`config.mk`:
```
export PLATFORM = sky130hd
export DESIGN_NAME = struct_field_layout_engine_unit_flat
export DESIGN_NICKNAME = d
export VERILOG_FILES = /design/src/rtl/core/sfle_pkg.sv /design/src/rtl/core/sfle_if.sv /design/src/rtl/core/sfle_front.sv /design/src/rtl/core/sfle_queue.sv /design/src/rtl/core/sfle_back.sv /design/src/rtl/core/struct_field_layout_engine_unit.sv /design/src/flat_wrapper.sv
export SDC_FILE = /design/constraint.sdc
export NUM_CORES = 1
export LEC_CHECK = 0
export BUFFER_PORTS_ARGS = -buffer_cell sky130_fd_sc_hd__buf_2
export CORE_MARGIN = 5
export CORE_UTILIZATION = 60
export CTS_CLUSTER_DIAMETER = 60
export DETAILED_ROUTE_END_ITERATION = 7
export GPL_ROUTABILITY_DRIVEN = 1
export PLACE_DENSITY = 0.81
export SYNTH_ARGS = -nofsm -noshare
export SYNTH_HDL_FRONTEND = slang
export SYNTH_HIERARCHICAL = 1
export SYNTH_SLANG_ARGS = --single-unit
```
`constraint.sdc`:
```
create_clock -name clk -period 35.6 [get_ports clk]
set_clock_uncertainty 0.15 [all_clocks]
set_input_delay 1.78 -clock clk [delete_from_list [all_inputs] [get_ports clk]]
set_output_delay 1.78 -clock clk [all_outputs]
set_load 0.005 [all_outputs]
```
`src/rtl/core/sfle_pkg.sv`:
```
// Shared types, constants and decode functions of the struct field layout engine.
// No dependencies; every other file of the block depends on this package.
package sfle_pkg;

    localparam int POINTER_BYTES   = 8;
    localparam int WIDE_CHAR_BYTES = 4;
    localparam int OFFSET_BITS     = 20;

    localparam int OFS_W   = OFFSET_BITS;
    localparam int OUT_W   = 20;
    localparam int ID_W    = 32;
    localparam int TYPE_W  = 5;
    localparam int CODE_W  = 3;
    localparam int COUNT_W = 12;
    localparam int MOFS_W  = 16;
    localparam int LG_W    = 3;
    localparam int SIZE_W  = $clog2((2 ** COUNT_W) * WIDE_CHAR_BYTES);

    localparam logic [OFS_W-1:0] OFS_BOUND = '1;

    localparam logic [LG_W-1:0] PTR_LG  = LG_W'($clog2(POINTER_BYTES));
    localparam logic [LG_W-1:0] WCHR_LG = LG_W'($clog2(WIDE_CHAR_BYTES));

    localparam logic [CODE_W-1:0] CODE_POW_MIN = 3'd1;
    localparam logic [CODE_W-1:0] CODE_POW_MAX = 3'd5;

    localparam logic [TYPE_W-1:0] TYPE_U8       = 5'd0;
    localparam logic [TYPE_W-1:0] TYPE_I8       = 5'd1;
    localparam logic [TYPE_W-1:0] TYPE_U16      = 5'd2;
    localparam logic [TYPE_W-1:0] TYPE_I16      = 5'd3;
    localparam logic [TYPE_W-1:0] TYPE_U32      = 5'd4;
    localparam logic [TYPE_W-1:0] TYPE_I32      = 5'd5;
    localparam logic [TYPE_W-1:0] TYPE_U64      = 5'd6;
    localparam logic [TYPE_W-1:0] TYPE_I64      = 5'd7;
    localparam logic [TYPE_W-1:0] TYPE_FLOAT    = 5'd8;
    localparam logic [TYPE_W-1:0] TYPE_DOUBLE   = 5'd9;
    localparam logic [TYPE_W-1:0] TYPE_BOOL     = 5'd10;
    localparam logic [TYPE_W-1:0] TYPE_PTR      = 5'd11;
    localparam logic [TYPE_W-1:0] TYPE_FILL1    = 5'd12;
    localparam logic [TYPE_W-1:0] TYPE_FILL2    = 5'd13;
    localparam logic [TYPE_W-1:0] TYPE_FILL4    = 5'd14;
    localparam logic [TYPE_W-1:0] TYPE_FILL8    = 5'd15;
    localparam logic [TYPE_W-1:0] TYPE_FILL16   = 5'd16;
    localparam logic [TYPE_W-1:0] TYPE_FILL32   = 5'd17;
    localparam logic [TYPE_W-1:0] TYPE_FILLN    = 5'd18;
    localparam logic [TYPE_W-1:0] TYPE_CHR_PTR  = 5'd19;
    localparam logic [TYPE_W-1:0] TYPE_WCHR_PTR = 5'd20;
    localparam logic [TYPE_W-1:0] TYPE_CHR_ARR  = 5'd21;
    localparam logic [TYPE_W-1:0] TYPE_WCHR_ARR = 5'd22;

    typedef struct packed {
        logic            en;
        logic [LG_W-1:0] lg;
    } sfle_pow_t;

    typedef struct packed {
        logic [SIZE_W-1:0] size;
        logic [LG_W-1:0]   lg;
    } sfle_shape_t;

    typedef struct packed {
        logic              enabled;
        logic              manual;
        logic [MOFS_W-1:0] manual_ofs;
        logic [SIZE_W-1:0] size;
        logic [LG_W-1:0]   align_lg;
        logic              hit;
        logic              last;
    } sfle_entry_t;

    function automatic sfle_pow_t code_to_pow(input logic [CODE_W-1:0] code);
        sfle_pow_t p;
        p.en = (code >= CODE_POW_MIN) && (code <= CODE_POW_MAX);
        p.lg = LG_W'(code - CODE_POW_MIN);
        return p;
    endfunction

    function automatic sfle_shape_t type_shape(input logic [TYPE_W-1:0] ftype,
                                               input logic [COUNT_W-1:0] chars,
                                               input logic [COUNT_W-1:0] filler);
        sfle_shape_t s;
        logic [COUNT_W-1:0] n_chars;
        logic [COUNT_W-1:0] n_fill;
        n_chars = (chars == '0) ? COUNT_W'(1) : chars;
        n_fill  = (filler == '0) ? COUNT_W'(1) : filler;
        unique case (ftype)
            TYPE_U8, TYPE_I8, TYPE_BOOL, TYPE_FILL1:
            begin
                s.size = SIZE_W'(1);
                s.lg   = LG_W'(0);
            end
            TYPE_U16, TYPE_I16:
            begin
                s.size = SIZE_W'(2);
                s.lg   = LG_W'(1);
            end
            TYPE_U32, TYPE_I32, TYPE_FLOAT:
            begin
                s.size = SIZE_W'(4);
                s.lg   = LG_W'(2);
            end
            TYPE_U64, TYPE_I64, TYPE_DOUBLE:
            begin
                s.size = SIZE_W'(8);
                s.lg   = LG_W'(3);
            end
            TYPE_PTR, TYPE_CHR_PTR, TYPE_WCHR_PTR:
            begin
                s.size = SIZE_W'(POINTER_BYTES);
                s.lg   = PTR_LG;
            end
            TYPE_FILL2:
            begin
                s.size = SIZE_W'(2);
                s.lg   = LG_W'(0);
            end
            TYPE_FILL4:
            begin
                s.size = SIZE_W'(4);
                s.lg   = LG_W'(0);
            end
            TYPE_FILL8:
            begin
                s.size = SIZE_W'(8);
                s.lg   = LG_W'(0);
            end
            TYPE_FILL16:
            begin
                s.size = SIZE_W'(16);
                s.lg   = LG_W'(0);
            end
            TYPE_FILL32:
            begin
                s.size = SIZE_W'(32);
                s.lg   = LG_W'(0);
            end
            TYPE_FILLN:
            begin
                s.size = SIZE_W'(n_fill);
                s.lg   = LG_W'(0);
            end
            TYPE_CHR_ARR:
            begin
                s.size = SIZE_W'(n_chars);
                s.lg   = LG_W'(0);
            end
            TYPE_WCHR_ARR:
            begin
                s.size = SIZE_W'(n_chars * WIDE_CHAR_BYTES);
                s.lg   = WCHR_LG;
            end
            default:
            begin
                s.size = SIZE_W'(1);
                s.lg   = LG_W'(0);
            end
        endcase
        return s;
    endfunction

    // Rounds up to a multiple of 2**lg; the top bit of the result flags a value past the bound.
    function automatic logic [OFS_W:0] align_up(input logic [OFS_W-1:0] v,
                                                input logic [LG_W-1:0] lg);
        logic [OFS_W:0] mask;
        logic [OFS_W:0] sum;
        mask = ((OFS_W+1)'(1) << lg) - (OFS_W+1)'(1);
        sum  = {1'b0, v} + mask;
        return sum & ~mask;
    endfunction

endpackage

```
`src/rtl/core/sfle_if.sv`:
```
// Request channels of the struct field layout engine: field descriptors and layout results.
// Depends on sfle_pkg for the field widths.
interface sfle_desc_if;
    logic                               valid;
    logic                               ready;
    logic [sfle_pkg::TYPE_W-1:0]        field_type;
    logic                               field_enabled;
    logic [sfle_pkg::CODE_W-1:0]        align_code;
    logic                               manual_flag;
    logic signed [sfle_pkg::MOFS_W-1:0] manual_offset;
    logic [sfle_pkg::COUNT_W-1:0]       char_count;
    logic [sfle_pkg::COUNT_W-1:0]       filler_bytes;
    logic [sfle_pkg::ID_W-1:0]          field_id;
    logic                               last_field;

    modport source (output valid, field_type, field_enabled, align_code, manual_flag,
                    manual_offset, char_count, filler_bytes, field_id, last_field,
                    input ready);
    modport sink (input valid, field_type, field_enabled, align_code, manual_flag,
                  manual_offset, char_count, filler_bytes, field_id, last_field,
                  output ready);
endinterface

interface sfle_result_if;
    logic                        valid;
    logic                        ready;
    logic [sfle_pkg::OUT_W-1:0]  field_offset;
    logic [sfle_pkg::OUT_W-1:0]  object_size;
    logic [sfle_pkg::OUT_W-1:0]  wanted_offset;
    logic                        found;
    logic                        record_done;
    logic                        overflow;

    modport source (output valid, field_offset, object_size, wanted_offset, found,
                    record_done, overflow, input ready);
    modport sink (input valid, field_offset, object_size, wanted_offset, found,
                  record_done, overflow, output ready);
endinterface

```
`src/rtl/core/sfle_front.sv`:
```
// Front end: accepts field descriptors and classifies them into size, alignment and match.
// Depends on sfle_pkg and sfle_desc_if.
module sfle_front (
    sfle_desc_if.sink                      desc,
    input  logic [sfle_pkg::CODE_W-1:0]    packing_code,
    input  logic [sfle_pkg::ID_W-1:0]      wanted_field_id,
    input  logic                           full,
    output logic                           push,
    output sfle_pkg::sfle_entry_t          entry
);
    import sfle_pkg::*;

    sfle_shape_t     shape;
    sfle_pow_t       over;
    sfle_pow_t       pack;
    logic [LG_W-1:0] lg_pick;
    logic [LG_W-1:0] lg_cap;

    assign desc.ready = !full;
    assign push       = desc.valid && !full;

    always_comb
    begin
        shape   = type_shape(desc.field_type, desc.char_count, desc.filler_bytes);
        over    = code_to_pow(desc.align_code);
        pack    = code_to_pow(packing_code);
        lg_pick = over.en ? over.lg : shape.lg;
        lg_cap  = (pack.en && (lg_pick > pack.lg)) ? pack.lg : lg_pick;

        entry.enabled    = desc.field_enabled;
        entry.manual     = desc.manual_flag;
        entry.manual_ofs = desc.manual_offset[MOFS_W-1] ? '0 : desc.manual_offset;
        entry.size       = shape.size;
        entry.align_lg   = lg_cap;
        entry.hit        = (desc.field_id == wanted_field_id);
        entry.last       = desc.last_field;
    end

endmodule

```
`src/rtl/core/sfle_queue.sv`:
```
// Two-entry queue that decouples the classifying front end from the placement back end.
// Depends on sfle_pkg for the entry type.
module sfle_queue (
    input  logic                  clk,
    input  logic                  rst_n,
    input  logic                  push,
    input  sfle_pkg::sfle_entry_t entry_in,
    input  logic                  pop,
    output sfle_pkg::sfle_entry_t entry_out,
    output logic                  empty,
    output logic                  full
);
    import sfle_pkg::*;

    sfle_entry_t mem_reg [2];
    logic        wr_ptr_reg;
    logic        wr_ptr_next;
    logic        rd_ptr_reg;
    logic        rd_ptr_next;
    logic [1:0]  count_reg;
    logic [1:0]  count_next;

    assign empty     = (count_reg == 2'd0);
    assign full      = (count_reg == 2'd2);
    assign entry_out = mem_reg[rd_ptr_reg];

    always_comb
    begin
        wr_ptr_next = push ? !wr_ptr_reg : wr_ptr_reg;
        rd_ptr_next = pop ? !rd_ptr_reg : rd_ptr_reg;
        count_next  = count_reg + 2'(push) - 2'(pop);
    end

    always_ff @(posedge clk or negedge rst_n)
    begin
        if (!rst_n)
        begin
            wr_ptr_reg <= 1'b0;
            rd_ptr_reg <= 1'b0;
            count_reg  <= 2'd0;
        end
        else
        begin
            wr_ptr_reg <= wr_ptr_next;
            rd_ptr_reg <= rd_ptr_next;
            count_reg  <= count_next;
        end
    end

    always_ff @(posedge clk)
    begin
        if (push)
        begin
            mem_reg[wr_ptr_reg] <= entry_in;
        end
    end

endmodule

```
`src/rtl/core/sfle_back.sv`:
```
// Back end: places each classified field at the running cursor and closes records.
// Depends on sfle_pkg and sfle_result_if; holds the result in an output register.
module sfle_back (
    input  logic                        clk,
    input  logic                        rst_n,
    input  sfle_pkg::sfle_entry_t       entry,
    input  logic                        empty,
    output logic                        pop,
    input  logic [sfle_pkg::CODE_W-1:0] packing_code,
    sfle_result_if.source               result
);
    import sfle_pkg::*;

    logic [OFS_W-1:0] cursor_reg;
    logic [OFS_W-1:0] cursor_next;
    logic [LG_W-1:0]  largest_reg;
    logic [LG_W-1:0]  largest_next;
    logic [OFS_W-1:0] moff_reg;
    logic [OFS_W-1:0] moff_next;
    logic             matched_reg;
    logic             matched_next;
    logic             sat_reg;
    logic             sat_next;

    logic             valid_reg;
    logic             valid_next;
    logic [OUT_W-1:0] offset_out_reg;
    logic [OUT_W-1:0] offset_out_next;
    logic [OUT_W-1:0] size_out_reg;
    logic [OUT_W-1:0] size_out_next;
    logic [OUT_W-1:0] want_out_reg;
    logic [OUT_W-1:0] want_out_next;
    logic             found_reg;
    logic             found_next;
    logic             done_reg;
    logic             done_next;
    logic             ovf_reg;
    logic             ovf_next;

    sfle_pow_t        pack;
    logic [OFS_W:0]   aligned_raw;
    logic [OFS_W-1:0] offset;
    logic             ofs_sat;
    logic [OFS_W:0]   end_raw;
    logic [OFS_W-1:0] end_val;
    logic [OFS_W-1:0] cur_a;
    logic [LG_W-1:0]  lg_a;
    logic [OFS_W-1:0] moff_a;
    logic             matched_a;
    logic             sat_a;
    logic             hit;
    logic [LG_W-1:0]  close_lg;
    logic [OFS_W:0]   close_raw;
    logic [OFS_W-1:0] close_val;
    logic             sat_b;

    assign pop          = !empty && (!valid_reg || result.ready);
    assign valid_next   = pop || (valid_reg && !result.ready);

    assign result.valid         = valid_reg;
    assign result.field_offset  = offset_out_reg;
    assign result.object_size   = size_out_reg;
    assign result.wanted_offset = want_out_reg;
    assign result.found         = found_reg;
    assign result.record_done   = done_reg;
    assign result.overflow      = ovf_reg;

    always_comb
    begin
        pack        = code_to_pow(packing_code);
        aligned_raw = align_up(cursor_reg, entry.align_lg);
        ofs_sat     = entry.enabled && !entry.manual && aligned_raw[OFS_W];
        if (!entry.enabled)
        begin
            offset = '0;
        end
        else if (entry.manual)
        begin
            offset = OFS_W'(entry.manual_ofs);
        end
        else
        begin
            offset = aligned_raw[OFS_W] ? OFS_BOUND : aligned_raw[OFS_W-1:0];
        end

        end_raw = {1'b0, offset} + (OFS_W+1)'(entry.size);
        end_val = end_raw[OFS_W] ? OFS_BOUND : end_raw[OFS_W-1:0];
        hit     = entry.enabled && entry.hit;

        if (entry.enabled)
        begin
            cur_a = (end_val > cursor_reg) ? end_val : cursor_reg;
            lg_a  = (entry.align_lg > largest_reg) ? entry.align_lg : largest_reg;
            sat_a = sat_reg || ofs_sat || end_raw[OFS_W];
        end
        else
        begin
            cur_a = cursor_reg;
            lg_a  = largest_reg;
            sat_a = sat_reg;
        end
        moff_a    = hit ? offset : moff_reg;
        matched_a = matched_reg || hit;

        close_lg  = (pack.en && (lg_a > pack.lg)) ? pack.lg : lg_a;
        close_raw = align_up(cur_a, close_lg);
        close_val = close_raw[OFS_W] ? OFS_BOUND : close_raw[OFS_W-1:0];
        sat_b     = sat_a || (entry.last && close_raw[OFS_W]);

        offset_out_next = OUT_W'(offset);
        size_out_next   = entry.last ? OUT_W'(close_val) : '0;
        want_out_next   = (entry.last && matched_a) ? OUT_W'(moff_a) : '0;
        found_next      = entry.last && matched_a;
        done_next       = entry.last;
        ovf_next        = sat_b;

        moff_next = moff_a;
        if (entry.last)
        begin
            cursor_next  = '0;
            largest_next = '0;
            matched_next = 1'b0;
            sat_next     = 1'b0;
        end
        else
        begin
            cursor_next  = cur_a;
            largest_next = lg_a;
            matched_next = matched_a;
            sat_next     = sat_a;
        end
    end

    always_ff @(posedge clk or negedge rst_n)
    begin
        if (!rst_n)
        begin
            valid_reg   <= 1'b0;
            cursor_reg  <= '0;
            largest_reg <= '0;
            moff_reg    <= '0;
            matched_reg <= 1'b0;
            sat_reg     <= 1'b0;
        end
        else
        begin
            valid_reg <= valid_next;
            if (pop)
            begin
                cursor_reg  <= cursor_next;
                largest_reg <= largest_next;
                moff_reg    <= moff_next;
                matched_reg <= matched_next;
                sat_reg     <= sat_next;
            end
        end
    end

    always_ff @(posedge clk)
    begin
        if (pop)
        begin
            offset_out_reg <= offset_out_next;
            size_out_reg   <= size_out_next;
            want_out_reg   <= want_out_next;
            found_reg      <= found_next;
            done_reg       <= done_next;
            ovf_reg        <= ovf_next;
        end
    end

endmodule

```
`src/rtl/core/struct_field_layout_engine_unit.sv`:
```
// The struct field layout engine accepts one field descriptor per clock cycle while the
// queue is not full and returns one result per descriptor, in order. The front end decodes
// size, alignment and the id match; a two-entry queue carries the decoded field to the
// back end, whose cursor update sets the rate of one descriptor per cycle while the result
// side does not stall. The result of the descriptor flagged last also carries the padded
// object size and the offset of the queried field.
// Packing and the queried id are written through the APB port at byte addresses 0 and 4.
// Depends on sfle_pkg, sfle_if, sfle_front, sfle_queue and sfle_back.
module struct_field_layout_engine_unit (
    input  logic        clk,
    input  logic        rst_n,
    input  logic        psel,
    input  logic        penable,
    input  logic        pwrite,
    input  logic [2:0]  paddr,
    input  logic [31:0] pwdata,
    output logic [31:0] prdata,
    output logic        pready,
    sfle_desc_if.sink   desc,
    sfle_result_if.source result
);
    import sfle_pkg::*;

    localparam logic REG_PACKING = 1'b0;
    localparam logic REG_WANTED  = 1'b1;

    logic [CODE_W-1:0] packing_reg;
    logic [CODE_W-1:0] packing_next;
    logic [ID_W-1:0]   wanted_reg;
    logic [ID_W-1:0]   wanted_next;
    logic              wr_en;

    sfle_entry_t       push_entry;
    sfle_entry_t       pop_entry;
    logic              push;
    logic              pop;
    logic              empty;
    logic              full;

    assign pready = 1'b1;
    assign wr_en  = psel && penable && pwrite;

    always_comb
    begin
        packing_next = packing_reg;
        wanted_next  = wanted_reg;
        if (wr_en)
        begin
            unique case (paddr[2])
                REG_PACKING: packing_next = pwdata[CODE_W-1:0];
                REG_WANTED:  wanted_next  = pwdata[ID_W-1:0];
                default:     packing_next = packing_reg;
            endcase
        end
        unique case (paddr[2])
            REG_PACKING: prdata = 32'(packing_reg);
            REG_WANTED:  prdata = wanted_reg;
            default:     prdata = '0;
        endcase
    end

    always_ff @(posedge clk or negedge rst_n)
    begin
        if (!rst_n)
        begin
            packing_reg <= '0;
            wanted_reg  <= '0;
        end
        else
        begin
            packing_reg <= packing_next;
            wanted_reg  <= wanted_next;
        end
    end

    sfle_front u_front (
        .desc            (desc),
        .packing_code    (packing_reg),
        .wanted_field_id (wanted_reg),
        .full            (full),
        .push            (push),
        .entry           (push_entry)
    );

    sfle_queue u_queue (
        .clk       (clk),
        .rst_n     (rst_n),
        .push      (push),
        .entry_in  (push_entry),
        .pop       (pop),
        .entry_out (pop_entry),
        .empty     (empty),
        .full      (full)
    );

    sfle_back u_back (
        .clk          (clk),
        .rst_n        (rst_n),
        .entry        (pop_entry),
        .empty        (empty),
        .pop          (pop),
        .packing_code (packing_reg),
        .result       (result)
    );

endmodule
```
`src/flat_wrapper.sv`:
```
// flat-port wrapper written by rule: the top's interface ports become plain ports
module struct_field_layout_engine_unit_flat import sfle_pkg::*;
  (clk, rst_n, psel, penable, pwrite, paddr, pwdata, prdata, pready, desc_valid, desc_field_type, desc_field_enabled, desc_align_code, desc_manual_flag, desc_manual_offset, desc_char_count, desc_filler_bytes, desc_field_id, desc_last_field, desc_ready, result_valid, result_field_offset, result_object_size, result_wanted_offset, result_found, result_record_done, result_overflow, result_ready);
  sfle_desc_if desc_i ();
  sfle_result_if result_i ();
  input  logic clk;
  input  logic rst_n;
  input  logic psel;
  input  logic penable;
  input  logic pwrite;
  input  logic [2:0] paddr;
  input  logic [31:0] pwdata;
  output logic [31:0] prdata;
  output logic pready;
  input wire logic [$bits(desc_i.valid)-1:0] desc_valid;
  input wire logic [$bits(desc_i.field_type)-1:0] desc_field_type;
  input wire logic [$bits(desc_i.field_enabled)-1:0] desc_field_enabled;
  input wire logic [$bits(desc_i.align_code)-1:0] desc_align_code;
  input wire logic [$bits(desc_i.manual_flag)-1:0] desc_manual_flag;
  input wire logic [$bits(desc_i.manual_offset)-1:0] desc_manual_offset;
  input wire logic [$bits(desc_i.char_count)-1:0] desc_char_count;
  input wire logic [$bits(desc_i.filler_bytes)-1:0] desc_filler_bytes;
  input wire logic [$bits(desc_i.field_id)-1:0] desc_field_id;
  input wire logic [$bits(desc_i.last_field)-1:0] desc_last_field;
  output wire logic [$bits(desc_i.ready)-1:0] desc_ready;
  output wire logic [$bits(result_i.valid)-1:0] result_valid;
  output wire logic [$bits(result_i.field_offset)-1:0] result_field_offset;
  output wire logic [$bits(result_i.object_size)-1:0] result_object_size;
  output wire logic [$bits(result_i.wanted_offset)-1:0] result_wanted_offset;
  output wire logic [$bits(result_i.found)-1:0] result_found;
  output wire logic [$bits(result_i.record_done)-1:0] result_record_done;
  output wire logic [$bits(result_i.overflow)-1:0] result_overflow;
  input wire logic [$bits(result_i.ready)-1:0] result_ready;
  assign desc_i.valid = desc_valid;
  assign desc_i.field_type = desc_field_type;
  assign desc_i.field_enabled = desc_field_enabled;
  assign desc_i.align_code = desc_align_code;
  assign desc_i.manual_flag = desc_manual_flag;
  assign desc_i.manual_offset = desc_manual_offset;
  assign desc_i.char_count = desc_char_count;
  assign desc_i.filler_bytes = desc_filler_bytes;
  assign desc_i.field_id = desc_field_id;
  assign desc_i.last_field = desc_last_field;
  assign desc_ready = desc_i.ready;
  assign result_valid = result_i.valid;
  assign result_field_offset = result_i.field_offset;
  assign result_object_size = result_i.object_size;
  assign result_wanted_offset = result_i.wanted_offset;
  assign result_found = result_i.found;
  assign result_record_done = result_i.record_done;
  assign result_overflow = result_i.overflow;
  assign result_i.ready = result_ready;
  struct_field_layout_engine_unit u_core (.clk(clk), .rst_n(rst_n), .psel(psel), .penable(penable), .pwrite(pwrite), .paddr(paddr), .pwdata(pwdata), .prdata(prdata), .pready(pready), .desc(desc_i), .result(result_i));
endmodule
```
Yosys cells after proc, flatten, opt, wreduce, memory -nomap -nowiden. Memory sizes are Yosys's and may differ from the RTL's. Cells that the tools add are included.

Bits in registers: 148. Word-level logic and storage cells: 123. Memory bits (writable): 72. Memories kept: 1.

Bitwise operators: 5. Add/subtract/negate cells: 9. Reduce and logical (&&, ||, !) cells: 35. Equal/unequal tests: 21. Shift operators: 2. Magnitude comparators: 8. Muxes and demuxes: 25.

Memories: u_core.u_queue.mem_reg (depth 2, bits a word 36, read ports 1, clocked after Yosys merged registers in 0, wr ports 1, RTL line sfle_queue.sv:15) `sfle_entry_t mem_reg [2];`.

Operators by type and width (count): one-hot mux 17 bit (11 select lines) (1); two-way mux 20 bit (9); one-hot mux 32 bit (2 select lines) (1); adder 20 x 21 -> 21 bit (2); AND 21 bit (2); NOT 21 bit (2); << shifter 1 x 3 -> 21 bit, first input constant (2); subtractor 21 x 2 -> 21 bit, second input constant (2); equality test 5 bit, second input constant (7); equality test 32 bit (1); equality test 5 x 4 -> 1 bit, second input constant (6); logical NOT 12 bit (2); two-way mux 12 bit (2); adder 20 x 14 -> 21 bit (1); equality test 5 x 3 -> 1 bit, second input constant (4); > comparator 20 bit (1); two-way mux 3 bit (6); two-way mux 15 bit (1); logical AND 1 bit (14); equality test 5 x 2 -> 1 bit, second input constant (2); > comparator 3 bit (3); logical NOT 1 bit (7); >= comparator 3 x 1 -> 1 bit, second input constant (2); less-or-equal comparator 3 bit, second input constant (2); other kinds (12) (23).

Depth between registers and ports, before layout. An unclocked memory read counts as a cell.

Depth in word-level cells: 17. Gate-level depth with buffers: 56. Gate-level depth less buffers: 49.

By module. Netlist, hierarchy kept.

Modules (own cells, without submodules): sfle_back (cells each 948, times used 1, seq. area each 3042.9 µm², area an instance 8570.7 µm²); sfle_queue (cells each 130, times used 1, seq. area each 2322.2 µm², area an instance 2949.1 µm²); struct_field_layout_engine_unit (cells each 112, times used 1, seq. area each 875.8 µm², area an instance 1684.1 µm²); sfle_front (cells each 193, times used 1, seq. area each 0.0 µm², area an instance 1391.3 µm²).

Worst setup path before layout. No wires, ideal clock.

Path kind: flip-flop to flip-flop. Start: register u_core.u_queue.rd_ptr_reg. End: register u_core.u_back.size_out_reg[0], in the netlist u_core/u_back/result.object_size[0], data pin. Required time: 35184 ps. Path buffers: 9. Period minus slack after synthesis: 11452 ps. Cell stages (with the launch flop): 54. Arrival time: 11036 ps. Slack: 24148 ps. Cell sequence: dfrtp_1 buf_6 mux2_2 buf_4 nor3_1 inv_1 ha_1 xor2_1 ha_1 nor2b_4 o311a_1 o211a_1 o21a_1 a211oi_2 clkbuf_1 a21oi_1 ha_1 fa_1 (+18 left out) clkbuf_1 clkbuf_1 o21ai_0 ha_1 nor2b_1 o21ai_0 a21oi_1 o21ai_0 nor2_1 nand3_1 o311a_1 nand3_1 o22ai_1 o311a_1 o31a_1 buf_6 o21a_1 nor2_1.

RTL lines: start, declared (RTL line sfle_queue.sv:18) `logic rd_ptr_reg;`; start signal, assigned (RTL line sfle_queue.sv:45) `rd_ptr_reg <= rd_ptr_next;`; end signal, assigned (RTL line sfle_back.sv:164) `size_out_reg <= size_out_next;`; end, declared (RTL line sfle_back.sv:29) `logic [OUT_W-1:0] size_out_reg;`.

==> results.cfg <==
[die]
coreArea_mm2 = 0.0241
die_w_um = 166
die_area_mm2 = 0.0275
die_h_um = 166
start_util_pct = 60.5
boundaryPins = 223
rows = 57

[placement]
io_buffers = 219
place_hpwl_mm = 26.6
place.gp.congestion = 0.904
placed_area_mm2 = 0.0159

[timing]
hold_viol_final = 0
rsz0062_at_grt = false
timing.slew.headroom_pct = 24.9
period_share_pct = 38.7
drv_slew = 0
fin_tns_setup_ns = 0
fmax_ghz = 0.0726
setup_violations = 0
period_minus_slack_ns = 13.77
tightest_slew_ns = 1.12

[layout]
area_delta_synth_final_pct = 14.3
layout-drive-gt1-share_pct = 23.8
final_core_util_pct = 69.2
largest_reg_flops = 74
fin_area_mm2 = 0.0167
seq_area_mm2 = 0.00624
fin_nets = 1798
multi_input_area_mm2 = 0.00776
nFillCells = 1870

[worst_setup_path]
criticalPathCategory = reg -> reg
cpPeakStageDelay_ns = 0.95
cp.required_ns = 35.69
r2r_start = u_core/u_queue/rd_ptr_reg
crit_start = u_core/u_queue/rd_ptr_reg
crit_arrival_ns = 13.87
critPathLaunchType = register
worst_setup_path_end_kind = register
cp_max_fo = 24
crit_slowest_cell = a2111oi_0

[routing]
wire_per_inst_um = 18.7
drt_wl_total_mm = 35.9
drc = 0
drt_iter0_drc = 746
final_antenna_net_count = 0
vias_per_cell = 5.99
vias = 11500
dr.pass1.iters = 5

[outcome]
status = finished clean

[clock_network]
post_cts_buffers = 0
ctsHoldBuffers = 0
path_clk_slew_ns = 0.07
numCtsBuffers = 24
htreeDepth = 1
post_cts_resized = 0
tritoncts = built
clock_path_buffers = 3
cts.sink_count = 222
insertion_delay_ns = 0.53
cts_root_buffer = clkbuf_16

[power_and_ir_drop]
leakagePower_nw = 7.59
power_density_mw_per_mm2 = 109
ir_worst_vdd_mv = 0.0656

[synthesis]
synth-edff-count = 137
synth_cell_type_count = 102
synth_top_area_share_pct = 28.2
synthTopCellsByArea = edfxtp_1 28%, dfrtp_1 15%, ha_1 7.7%
synth_ff_type = edfxtp_1
synth_common_cells = 137 x edfxtp_1, 97 x nand2_1, 91 x a21oi_1
yosys_register_bits = 222
yosysMostFrequentCell = edfxtp_1
synth_area_per_cell_um2 = 10.6
synth_top_area_cell = edfxtp_1
synth_async_sr_flop_share_pct = 38.3
synth_warnings = 6
synth_cells = 1383
seq_area_frac_synth_pct = 42.8
syn-cell-area_mm2 = 0.0146

[min_path]
hold_path_class = reg -> reg
hp-start = u_core/u_back/moff_reg[18]

[run]
cap_violations = 0

[grt]
grt_start_max_net_pins = 61
grt_pass1_vias = 11600
grt_usage_pct = 25.2
antenna_found_initial = 2
grt_pass1_wl_mm = 58.4
globalRouteOverflowTotal = 0
-- per-stage QoR --
stage                     setup WS (ns)  power (mW)  cells  hold WS, ns
after floorplan                   24.15        1.26   1392        0.299
after global placement            22.44        1.50   1878        0.312
after detailed placement          22.29        1.53   1878        0.321
after CTS                         22.20        1.80   1922        0.336
after global routing              20.99        1.96   1923        0.367
final                             21.83        1.81   1923        0.338
-- path summary, 6_finish.rpt --
| check | cells after the start | slack, ns | to |
|---|---|---|---|
| setup / recovery | 49 | 21.83 | u_core/u_back/result.object_size[0] |
| hold / removal | 2 | 0.34 | u_core/u_back/moff_reg[18] |
| setup reg to reg | 49 | 21.83 | u_core/u_back/result.object_size[0] |
| hold reg to reg | 2 | 0.34 | u_core/u_back/moff_reg[18] |
| max in group asynchronous | 2 | 33.11 | u_core/u_queue/rd_ptr_reg |
| min in group asynchronous | 1 | 1.01 | u_core/u_back/result.valid |
-- final cells by class --
type,count,area share (%)
Tap cell,324,2.43
Clock inverter,18,1.31
Timing Repair Buffer,227,6.94
Antenna cell,1,0.0150
Multi-Input combinational cell,1028,46.5
Sequential cell,222,37.4
Clock buffer,26,3.64
Inverter,77,1.75
-- placed cells by master, fill, tap and decap left out, types with 26 or more instances in the layout --
cell      count
o21ai_0      74
inv_1        74
ha_1         90
edfxtp_1    137
mux2_4       50
a21oi_1      90
buf_2       218
nor2b_1      33
nand2_1      97
nor2_1       63
xnor2_1      34
xor2_1       51
and2_1       35
dfrtp_1      84
mux2_2       26
-- power by group --
part	total, mW	leakage, nW	switching, mW	internal [mW]
Combinational	1.12	4.76	0.669	0.455
Clock	0.259	0.410	0.105	0.155
Sequential	0.431	2.41	0.0415	0.389
Total	1.81	7.59	0.815	0.998
-- logic make-up (layout without fill, tap and decap cells) --
family                     after synthesis  in the layout  share of synthesized area [%]
DFF                                    222            222                           42.8
xor gates and xnor gates                87             87                           5.38
other                                    3             13                         0.0771
buffers and inverters                  142            348                           4.39
AOI/OAI and AO/OA                      379            379                           17.6
muxes                                   97             97                           8.60
adders and majority gates               93             93                           8.13
and+or+nand+nor                        360            360                           13.1
-- layer usage --
metal	up-vias	share of wire (%)	GRT usage (%)
li1	5512	-	-
met1	5444	40	32.3
met2	462	49	43.6
met3	98	7.6	4.81
met4	2	3.4	8.00
met5	-	0.036	0
-- worst max-delay path: cells and delay by family (launching register included) --
kind,cells,cell delay (ns)
AOI/OAI and AO/OA,23,6.94
adders and majority gates,5,1.70
buffers and inverters,3,0.51
DFF,1,0.49
muxes,2,0.56
and+or+nand+nor,16,3.10
Power figures use the tool's default switching activity.
